### config.mk
export PLATFORM = sky130hd
export DESIGN_NAME = ethernet_controller_register_port
export DESIGN_NICKNAME = d
export VERILOG_FILES = /design/src/rtl/ecrp_pkg.sv /design/src/rtl/ecrp_csr.sv /design/src/rtl/ethernet_controller_register_port.sv
export SDC_FILE = /design/constraint.sdc
export NUM_CORES = 1
export LEC_CHECK = 0
export ABC_AREA = 1
export BUFFER_PORTS_ARGS = -buffer_cell sky130_fd_sc_hd__buf_2
export CAP_MARGIN = 15
export CORE_AREA = 4 4 112 114
export CTS_CLUSTER_DIAMETER = 30
export CTS_CLUSTER_SIZE = 14
export DETAILED_ROUTE_END_ITERATION = 8
export DIE_AREA = 0 0 116 118
export PLACE_DENSITY = 0.82
export SLEW_MARGIN = 20
export SYNTH_ARGS = -nofsm -noshare
export SYNTH_HDL_FRONTEND = slang
export SYNTH_SLANG_ARGS = --single-unit
### constraint.sdc
create_clock -name clk -period 4.5 [get_ports clk]
set_clock_uncertainty 0.15 [all_clocks]
set_input_delay 0 -clock clk [delete_from_list [all_inputs] [get_ports clk]]
set_output_delay 0 -clock clk [all_outputs]
set_load 0.05 [all_outputs]
### src/rtl/ecrp_pkg.sv
`default_nettype none
package ecrp_pkg;

  localparam int DataW = 16;
  localparam int AddrW = 24;
  localparam int EvW   = 5;

  // action codes
  localparam logic [2:0] ACT_READ  = 3'd0;
  localparam logic [2:0] ACT_WRITE = 3'd1;
  localparam logic [2:0] ACT_TICK  = 3'd2;
  localparam logic [2:0] ACT_INIT  = 3'd3;
  localparam logic [2:0] ACT_EVENT = 3'd4;

  // bus ports
  localparam logic PORT_RDP = 1'b0;
  localparam logic PORT_RAP = 1'b1;

  // register pointer values
  localparam logic [DataW-1:0] SEL_CSR0 = 16'd0;
  localparam logic [DataW-1:0] SEL_CSR1 = 16'd1;
  localparam logic [DataW-1:0] SEL_CSR2 = 16'd2;
  localparam logic [DataW-1:0] SEL_CSR3 = 16'd3;

  // csr0 bits
  localparam logic [DataW-1:0] B_ESUM = 16'h8000;
  localparam logic [DataW-1:0] B_BABL = 16'h4000;
  localparam logic [DataW-1:0] B_MISS = 16'h1000;
  localparam logic [DataW-1:0] B_MERR = 16'h0800;
  localparam logic [DataW-1:0] B_RINT = 16'h0400;
  localparam logic [DataW-1:0] B_TINT = 16'h0200;
  localparam logic [DataW-1:0] B_IDON = 16'h0100;
  localparam logic [DataW-1:0] B_INTR = 16'h0080;
  localparam logic [DataW-1:0] B_INEA = 16'h0040;
  localparam logic [DataW-1:0] B_RXON = 16'h0020;
  localparam logic [DataW-1:0] B_TXON = 16'h0010;
  localparam logic [DataW-1:0] B_TDMD = 16'h0008;
  localparam logic [DataW-1:0] B_STOP = 16'h0004;
  localparam logic [DataW-1:0] B_STRT = 16'h0002;
  localparam logic [DataW-1:0] B_INIT = 16'h0001;

  localparam logic [DataW-1:0] M_ERRS  = 16'h7800;
  localparam logic [DataW-1:0] M_W1C   = 16'h7F00;
  localparam logic [DataW-1:0] M_CAUSE = 16'h5F00;
  localparam logic [DataW-1:0] M_ADDRL = 16'hFFFE;

  localparam int MB_RX_OFF = 0;
  localparam int MB_TX_OFF = 1;

  typedef struct packed {
    logic [2:0]       action;
    logic             port;
    logic [DataW-1:0] wdata;
    logic [DataW-1:0] mode_word;
    logic             init_error;
    logic [EvW-1:0]   event_bits;
  } in_item_t;

  typedef struct packed {
    logic [DataW-1:0] rdata;
    logic             irq;
    logic             init_request;
    logic [AddrW-1:0] init_address;
    logic             tx_poll;
    logic             rx_poll;
  } out_item_t;

endpackage
`default_nettype wire

### src/rtl/ecrp_csr.sv
`default_nettype none
module ecrp_csr
  import ecrp_pkg::*;
(
  input  wire logic      clk,
  input  wire logic      rst_n,
  input  wire logic      en,
  input  wire in_item_t  item,
  output out_item_t      res
);

  logic [DataW-1:0] csr0_r, csr0_nxt;
  logic [DataW-1:0] csr1_r, csr1_nxt;
  logic [DataW-1:0] csr2_r, csr2_nxt;
  logic [DataW-1:0] csr3_r, csr3_nxt;
  logic [DataW-1:0] rap_r, rap_nxt;
  logic [DataW-1:0] mode_r, mode_nxt;
  logic             armed_r, armed_nxt;

  always_comb begin
    logic [DataW-1:0] c;
    logic [DataW-1:0] s;
    c         = csr0_r;
    s         = '0;
    csr1_nxt  = csr1_r;
    csr2_nxt  = csr2_r;
    csr3_nxt  = csr3_r;
    rap_nxt   = rap_r;
    mode_nxt  = mode_r;
    armed_nxt = armed_r;
    res       = '0;
    case (item.action)
      ACT_READ: begin
        if (item.port == PORT_RAP) begin
          res.rdata = rap_r;
        end else begin
          unique case (rap_r)
            SEL_CSR0: res.rdata = csr0_r | ((|(csr0_r & M_ERRS)) ? B_ESUM : '0);
            SEL_CSR1: res.rdata = csr1_r;
            SEL_CSR2: res.rdata = csr2_r;
            SEL_CSR3: res.rdata = csr3_r;
            default:  res.rdata = '0;
          endcase
        end
      end
      ACT_WRITE: begin
        if (item.port == PORT_RAP) begin
          rap_nxt = item.wdata;
        end else begin
          unique case (rap_r)
            SEL_CSR0: begin
              c = (csr0_r & ~B_INEA) | (item.wdata & B_INEA);
              c = c & ~(item.wdata & M_W1C);
              if (|(item.wdata & B_STOP)) begin
                c = c | B_STOP;
                c = c & ~(B_STRT | B_INIT | B_IDON | B_TXON | B_RXON);
                c = c & ~(M_ERRS | B_ESUM);
                armed_nxt = 1'b0;
              end else if (|(item.wdata & B_INIT) && !(|(c & B_INIT))) begin
                armed_nxt = 1'b0;
                res.init_request = 1'b1;
                res.init_address = {csr2_r[7:0], csr1_r & M_ADDRL};
              end else if (|(item.wdata & B_STRT) && !(|(c & B_STRT))) begin
                c = (c | B_STRT) & ~B_STOP;
                if (!mode_r[MB_RX_OFF]) c = c | B_RXON;
                if (!mode_r[MB_TX_OFF]) c = c | B_TXON;
                armed_nxt = 1'b1;
              end else if (|(item.wdata & B_TDMD)) begin
                res.tx_poll = 1'b1;
              end
              c = (|(c & M_CAUSE)) ? (c | B_INTR) : (c & ~B_INTR);
            end
            SEL_CSR1: csr1_nxt = item.wdata;
            SEL_CSR2: csr2_nxt = item.wdata;
            SEL_CSR3: csr3_nxt = item.wdata;
            default: ;
          endcase
        end
      end
      ACT_TICK: begin
        if (armed_r) begin
          if ((csr0_r & (B_STRT | B_INIT)) == B_INIT) begin
            c = csr0_r | B_IDON | B_INTR;
            armed_nxt = 1'b0;
          end else begin
            res.rx_poll = !mode_r[MB_RX_OFF];
            res.tx_poll = !mode_r[MB_TX_OFF];
          end
        end
      end
      ACT_INIT: begin
        if (item.init_error) begin
          c = (csr0_r | B_MERR | B_IDON | B_INTR) & ~(B_RXON | B_TXON);
        end else begin
          mode_nxt  = item.mode_word;
          c         = (csr0_r | B_INIT) & ~B_STOP;
          armed_nxt = 1'b1;
        end
        c = (|(c & M_CAUSE)) ? (c | B_INTR) : (c & ~B_INTR);
      end
      ACT_EVENT: begin
        if (item.event_bits[0]) s = s | B_RINT;
        if (item.event_bits[1]) s = s | B_TINT;
        if (item.event_bits[2]) s = s | B_MERR;
        if (item.event_bits[3]) s = s | B_MISS;
        if (item.event_bits[4]) s = s | B_BABL;
        c = csr0_r | s;
        c = (|(c & M_CAUSE)) ? (c | B_INTR) : (c & ~B_INTR);
      end
      default: ;
    endcase
    csr0_nxt = c;
    res.irq  = (|(c & B_INTR)) && (|(c & B_INEA));
  end

  always_ff @(posedge clk) begin
    if (!rst_n) begin
      csr0_r  <= '0;
      csr1_r  <= '0;
      csr2_r  <= '0;
      csr3_r  <= '0;
      rap_r   <= '0;
      mode_r  <= '0;
      armed_r <= 1'b0;
    end else if (en) begin
      csr0_r  <= csr0_nxt;
      csr1_r  <= csr1_nxt;
      csr2_r  <= csr2_nxt;
      csr3_r  <= csr3_nxt;
      rap_r   <= rap_nxt;
      mode_r  <= mode_nxt;
      armed_r <= armed_nxt;
    end
  end

endmodule
`default_nettype wire

### src/rtl/ethernet_controller_register_port.sv
// channel  ports                          beat
// input    in_valid  in_stall  in_data    one bus access, tick, init load or status event
// output   out_valid out_stall out_data   read data, irq level and fetch/poll requests
//
// one beat per cycle sustained while out_stall is low; a beat lands in the input
// register, is processed against the csr state combinationally and the result is
// held in the output register, which drives output valid
// rst_n is synchronous, active low, and clears all csr state and both valids
// out_stall holds the output register; the input register then fills and in_stall rises
`default_nettype none
module ethernet_controller_register_port
  import ecrp_pkg::*;
(
  input  wire logic      clk,
  input  wire logic      rst_n,
  input  wire logic      in_valid,
  output logic           in_stall,
  input  wire in_item_t  in_data,
  output logic           out_valid,
  input  wire logic      out_stall,
  output out_item_t      out_data
);

  logic      in_vld_r, in_vld_nxt;
  in_item_t  in_data_r;
  logic      out_vld_r, out_vld_nxt;
  out_item_t out_data_r;
  out_item_t res;
  logic      adv;
  logic      take;

  assign adv      = in_vld_r && (!out_vld_r || !out_stall);
  assign in_stall = in_vld_r && !adv;
  assign take     = in_valid && !in_stall;

  assign in_vld_nxt  = take || (in_vld_r && !adv);
  assign out_vld_nxt = adv || (out_vld_r && out_stall);

  ecrp_csr u_csr (
    .clk  (clk),
    .rst_n(rst_n),
    .en   (adv),
    .item (in_data_r),
    .res  (res)
  );

  always_ff @(posedge clk) begin
    if (!rst_n) begin
      in_vld_r  <= 1'b0;
      out_vld_r <= 1'b0;
    end else begin
      in_vld_r  <= in_vld_nxt;
      out_vld_r <= out_vld_nxt;
    end
  end

  always_ff @(posedge clk) begin
    if (take) begin
      in_data_r <= in_data;
    end
    if (adv) begin
      out_data_r <= res;
    end
  end

  assign out_valid = out_vld_r;
  assign out_data  = out_data_r;

endmodule
`default_nettype wire

==> results of run 1 <==
-- power by group through the flow --
stage	clock, W	sequential [W]	combinational, W
3_5_place_dp	0	0.00157	0.000235
5_1_grt	0.00148	0.00155	0.000279
4_1_cts	0.00141	0.00154	0.000256
3_3_place_gp	0	0.00157	0.000230
2_1_floorplan	0	0.00162	0.000119
6_report	0.00140	0.00155	0.000259
-- registers in the layout, indices dropped and copies added, names as in the netlist, 2 cells and up --
name	flops
out_data	43
u_csr.csr0_r	16
u_csr.rap_r	16
u_csr.mode_r	2
in_data_r	28
u_csr.csr1_r	16
u_csr.csr3_r	16
u_csr.csr2_r	16
-- worst max-delay path: cells and delay by family (launching register included) --
kind               cells  cell delay [ns]
AOI/OAI and AO/OA      2             0.40
DFF                    1             0.32
and+or+nand+nor        5             1.60
-- stage by stage --
stage	setup slack [ns]	std cells	utilization [%]	hold WS, ns	power, W
2_1_floorplan	2.08	769	-	-0.0511	0.00174
3_3_place_gp	1.87	960	63.5	0.0273	0.00180
3_5_place_dp	1.74	960	63.5	0.0281	0.00181
4_1_cts	1.64	1023	71.3	0.0277	0.00322
5_1_grt	1.77	1023	71.3	0.0719	0.00330
6_report	1.91	1023	71.3	0.0510	0.00320
-- cell usage after synthesis, types with 2 or more instances --
master,instances
nand2_1,124
dfxtp_1,85
inv_1,85
a21oi_1,82
nor2_1,73
edfxtp_1,71
o21ai_0,64
nand3_1,43
nor2_2,28
o21a_1,17
a211oi_2,13
clkbuf_1,13
buf_2,11
inv_2,8
nand4_1,6
o21ai_1,6
buf_4,5
nor2_4,5
buf_6,4
nand2_2,4
nor3_1,4
a211oi_1,3
and2_1,3
nand2_4,2
nand3_2,2
-- cells by family after synthesis --
kind of cell | after synthesis | share of synthesized area, %
compound gates | 189 | 16.1
buf+inv | 126 | 7.83
flops | 156 | 56.0
other cells | 1 | 0.0548
simple gates | 297 | 20.0
-- worst min-delay path by stage --
stage                    start                to  slack [ns]  cells past startpoint
global placement    in_data[6]      in_data_r[6]        0.03                      1
CTS                      rst_n  u_csr.csr0_r[13]        0.03                      3
global route             rst_n   u_csr.csr0_r[9]        0.07                      3
floorplan           in_data[0]      in_data_r[0]       -0.05                      0
detailed placement  in_data[1]      in_data_r[1]        0.03                      1
finish                   rst_n     u_csr.armed_r        0.05                      3
-- layout make-up --
| class | instances | area [sq um] | area share, % |
|---|---|---|---|
| Multi-Input combinational cell | 487 | 2480 | 30.4 |
| Sequential cell | 156 | 3830 | 47.1 |
| Timing Repair Buffer | 112 | 728 | 8.94 |
| Inverter | 93 | 349 | 4.29 |
| Clock buffer | 24 | 493 | 6.05 |
| Tap cell | 143 | 179 | 2.20 |
| Clock inverter | 8 | 87.6 | 1.08 |
-- routing by layer --
layer	global-route usage (%)	vias to the layer above	share of wire (%)
met3	5.76	53	7.7
met1	32.2	2635	37
li1	-	2753	-
met2	45.1	289	50
met5	0	-	0
met4	16.3	0	5.0
==> out/results.ini, run 1 <==
[outcome]
status = completed

[floorplanning]
die_x_microns = 116
die_y_microns = 118
fp.dieArea_sq_um = 13700
ios = 92
rows = 39
core_area_sq_um = 11400
initial_core_util_pct = 59.9

[power_and_ir_drop]
clock_power_share_pct = 43.7
seq_power_share_pct = 48.2
p_sw_w = 0.000742
comb_power_share_pct = 8.1
p_leak_nw = 3.22
p_sw_share_pct = 23.2
power.density_nw_per_um2 = 393
power.internal_w = 0.00246
ir_drop_v = 0.000274

[finish]
diodes = 0
nNetsFinal = 913
syn_to_final_growth_pct = 19.1
fill_cells = 885
drive_gt1_share_pct = 19.5
final_cell_mix = nand2_1 (124), dfxtp_1 (85), inv_1 (83)
final_area_sq_um = 8150
mostFrequentLayoutCell = nand2_1

[timing]
hold_violations = 0
max_freq_mhz = 386
fin_crit_sh_pct = 57.5
slew_headroom_pct = 32.2
rsz0062_at_grt = no
tightest_slew_ns = 1.01
slew_viol_final = 0
fin_setup_tns_ns = 0
post-route-min-period_ns = 2.59
finalSetupViolations = 0

[synthesis]
yosysTopAreaCell = edfxtp_1
syn_inst = 769
yosys_warnings = 0
synth_top_area_share_pct = 31.2
netlist_area_sq_um = 6840
synth-seq-cells = 156
syn-num-nets = 815
syn_area_per_cell_sq_um = 8.90
netlist_top_cells_area = edfxtp_1 (31%), dfxtp_1 (25%), nand2_1 (6.8%)
synth_edf_count = 71
synth_seq_area_share_pct = 56.0
synth_cell_types = 33
synthArstFlopShare_pct = 0
synth_ff_type = dfxtp_1

[global_route]
track_usage_pct = 27.3
grt_pass1_vias = 5774
grt_pass1_wl_microns = 28800
antenna_found_initial = 0
grt_max_degree = 47
grt_overflow = 0

[setup_path]
start_kind = register
regToRegSetupSlack_ns = 1.91
path_common_cell = nor2_4
path_class = register to register
worstSetupEndpointType = register
cp.required_ns = 4.69
critPathMaxStageDelay_ns = 0.58
r2r_start = u_csr.rap_r[15]
endpoint = u_csr.csr2_r[4]
slowest_stage = nor2_4
cp_max_fo = 32
arrival_ns = 2.78
reg2reg_depth = 7
cp-startpoint = u_csr.rap_r[15]
rr_endpoint = u_csr.csr2_r[4]
crit_chain = nor2_1 -> nand2_1 -> nor2_4 -> nand3_1 -> nor2_4 -> o21ai_0 -> a21oi_1

[clocking]
post-cts-setup-buffer-count = 0
h-tree-depth = 4
tritoncts = yes
numCtsBuffers = 17
cts_hold_buf = 31
cts-root-buf = clkbuf_16
cts.sinks = 156
clk_latency_ns = 0.42
clock_path_buffers = 2
post_cts_resized = 0
clkTransAtPathRegs_ns = 0.06

[place]
gp_congestion = 0.959
dpl_cell_area_sq_um = 7250
portBuffers = 76
dpl.hpwl_microns = 12100

[hold_path]
hold_path.class = input pin to register

[routing]
drt-pass1-iter-count = 8
wl_per_cell_microns = 17.5
antenna_left = 0
drtIter0Drc = 627
drc = 0
vias = 5730
drt_wl_total_microns = 17900
via_per_inst = 5.60

[flow_run]
max-cap-violations = 0

No activity file was read; power rests on OpenSTA's default activity.
==> run 2: changes to the inputs <==
CORE_AREA = 4 4 115 117   (was 4 4 112 114)
DIE_AREA = 0 0 119 121   (was 0 0 116 118)
PLACE_DENSITY = 0.78   (was 0.82)
clock period = 2.5 ns   (was 4.5 ns; I/O delays follow)
==> out/results.ini, run 2 (synthesized netlist as in run 1, its figures left out) <==
[global_route]
grt_pass1_vias = 5314  ; -8.0%
antenna_found_initial = 0  ; unchanged
track_usage_pct = 24.6  ; -2.7 points
grt_pass1_wl_microns = 27100  ; -6.0%
grt_max_degree = 46  ; -2.1%
grt_overflow = 0  ; unchanged

[timing]
slew_viol_final = 0  ; unchanged
tightest_slew_ns = 0.884  ; -0.127 ns
fin_crit_sh_pct = 87.4  ; +30 points
post-route-min-period_ns = 2.18  ; -0.403 ns
max_freq_mhz = 458  ; +18%
hold_violations = 0  ; unchanged
rsz0062_at_grt = no
fin_ws_ns = 0.315  ; -1.60 ns
slew_headroom_pct = 41.0  ; +8.8 points
finalSetupViolations = 0  ; unchanged
fin_setup_tns_ns = 0  ; unchanged

[place]
portBuffers = 76  ; unchanged
place_ws_ns = 0.372  ; -1.37 ns
dpl.hpwl_microns = 11800  ; -2.7%
gp_congestion = 0.987  ; +3.0%

[setup_path]
worstSetupEndpointType = register
path_class = register to register
start_kind = register
r2r_start = u_csr.rap_r[15]
cp.required_ns = 2.63  ; -2.06 ns
reg2reg_depth = 9  ; +2
rr_endpoint = out_data[14]
cp_max_fo = 23  ; -28%
regToRegSetupSlack_ns = 0.32  ; -1.60 ns
arrival_ns = 2.31  ; -0.47 ns

[floorplanning]
initial_core_util_pct = 55.3  ; -4.6 points
ios = 92  ; unchanged
die_y_microns = 121  ; +2.5%
fp.dieArea_sq_um = 14400  ; +5.2%
die_x_microns = 119  ; +2.6%
rows = 41  ; +5.1%
core_area_sq_um = 12400  ; +8.3%

[hold_path]
min-delay-start = in_data[4]
worstHoldEndpoint = in_data_r[4]
hold_depth = 2  ; -1
hold_path.class = input pin to register

[routing]
drt_wl_total_microns = 17000  ; -5.2%
vias = 5711  ; -0.33%
via_per_inst = 5.37  ; -4.2%
drc = 0  ; unchanged
wl_per_cell_microns = 16.0  ; -8.9%
antenna_left = 0  ; unchanged
drt-pass1-iter-count = 8  ; unchanged
drtIter0Drc = 508  ; -19%

[finish]
nNetsFinal = 925  ; +1.3%
syn_to_final_growth_pct = 22.8
mostFrequentLayoutCell = nand2_1
diodes = 0  ; unchanged
drive_gt1_share_pct = 21.1  ; +1.5 points
largest_register_ffs = 43  ; unchanged
final_cell_mix = nand2_1 (124), inv_1 (85), dfxtp_1 (85)

[clocking]
clkTransAtPathRegs_ns = 0.06  ; about the same
clk_latency_ns = 0.43  ; about the same
numCtsBuffers = 17  ; unchanged
post-cts-setup-buffer-count = 0  ; unchanged
cts.sinks = 156  ; unchanged
h-tree-depth = 4  ; unchanged
cts-root-buf = clkbuf_16
tritoncts = yes
clock_path_buffers = 2  ; unchanged

[power_and_ir_drop]
power.density_nw_per_um2 = 724  ; +84%
p_leak_nw = 3.33  ; +3.3%
ir_drop_v = 0.000534  ; +95%

[flow_run]
max-cap-violations = 0  ; unchanged

[outcome]
status = completed

==> run 2: how the worst max path moves through the flow <==
stage          cells past startpoint  slack (ns)               end            start
2_1_floorplan                      8        0.08  u_csr.csr3_r[12]        out_valid
3_3_place_gp                       9        0.44       out_data[7]  u_csr.rap_r[15]
3_5_place_dp                       9        0.37  u_csr.csr2_r[11]  u_csr.rap_r[15]
4_1_cts                            9        0.31      out_data[14]  u_csr.rap_r[15]
5_1_grt                            9        0.16   u_csr.csr2_r[9]  u_csr.rap_r[15]
6_report                           9        0.32      out_data[14]  u_csr.rap_r[15]
==> run 2: stage by stage <==
step	utilization [%]	cells	total power, W	hold slack, ns	area (sq um)
2_1_floorplan	-	769	0.00312	-0.0511	6840
3_3_place_gp	60.0	1000	0.00326	0.0263	7420
3_5_place_dp	60.0	1000	0.00327	0.0281	7420
4_1_cts	67.9	1064	0.00610	0.114	8400
5_1_grt	67.9	1064	0.00627	0.127	8400
6_report	67.9	1064	0.00608	0.126	8400
==> run 2: power by group <==
part	internal (W)	switching (W)
clock	0.00184	0.000986
combinational	0.000139	0.000340
sequential	0.00273	0.0000455
total	0.00471	0.00137
==> run 2: timing repair <==
item / in CTS / in global routing
resized for setup: 0 / 0
hold buffers: 32 / 0
hold endpoints to repair: 34 / 0
==> run 2: area by class of cell <==
cell class / count / area [sq um]
Fill cell: 973 / 3970
Sequential cell: 156 / 3830
Multi-Input combinational cell: 487 / 2470
Timing Repair Buffer: 124 / 871
Clock buffer: 20 / 467
Inverter: 93 / 349
Tap cell: 172 / 215
Clock inverter: 12 / 191
==> run 2: per-layer routing <==
layer	vias up	global-route usage (%)	part of all wire [%]
met5	-	0	0
met4	0	12.5	3.5
met3	44	5.17	6.0
met2	218	41.7	49
met1	2666	29.8	41
li1	2783	-	-
==> run 2: worst max-delay path: stages, from the launching register on <==
cell     delay [ns]
dfxtp_1        0.32
nor2_1         0.12
nand2_1        0.10
nor2_4         0.36
nand2_4        0.16
nor2_4         0.17
nand2_4        0.10
nor2_4         0.11
inv_2          0.23
nor2_2         0.18
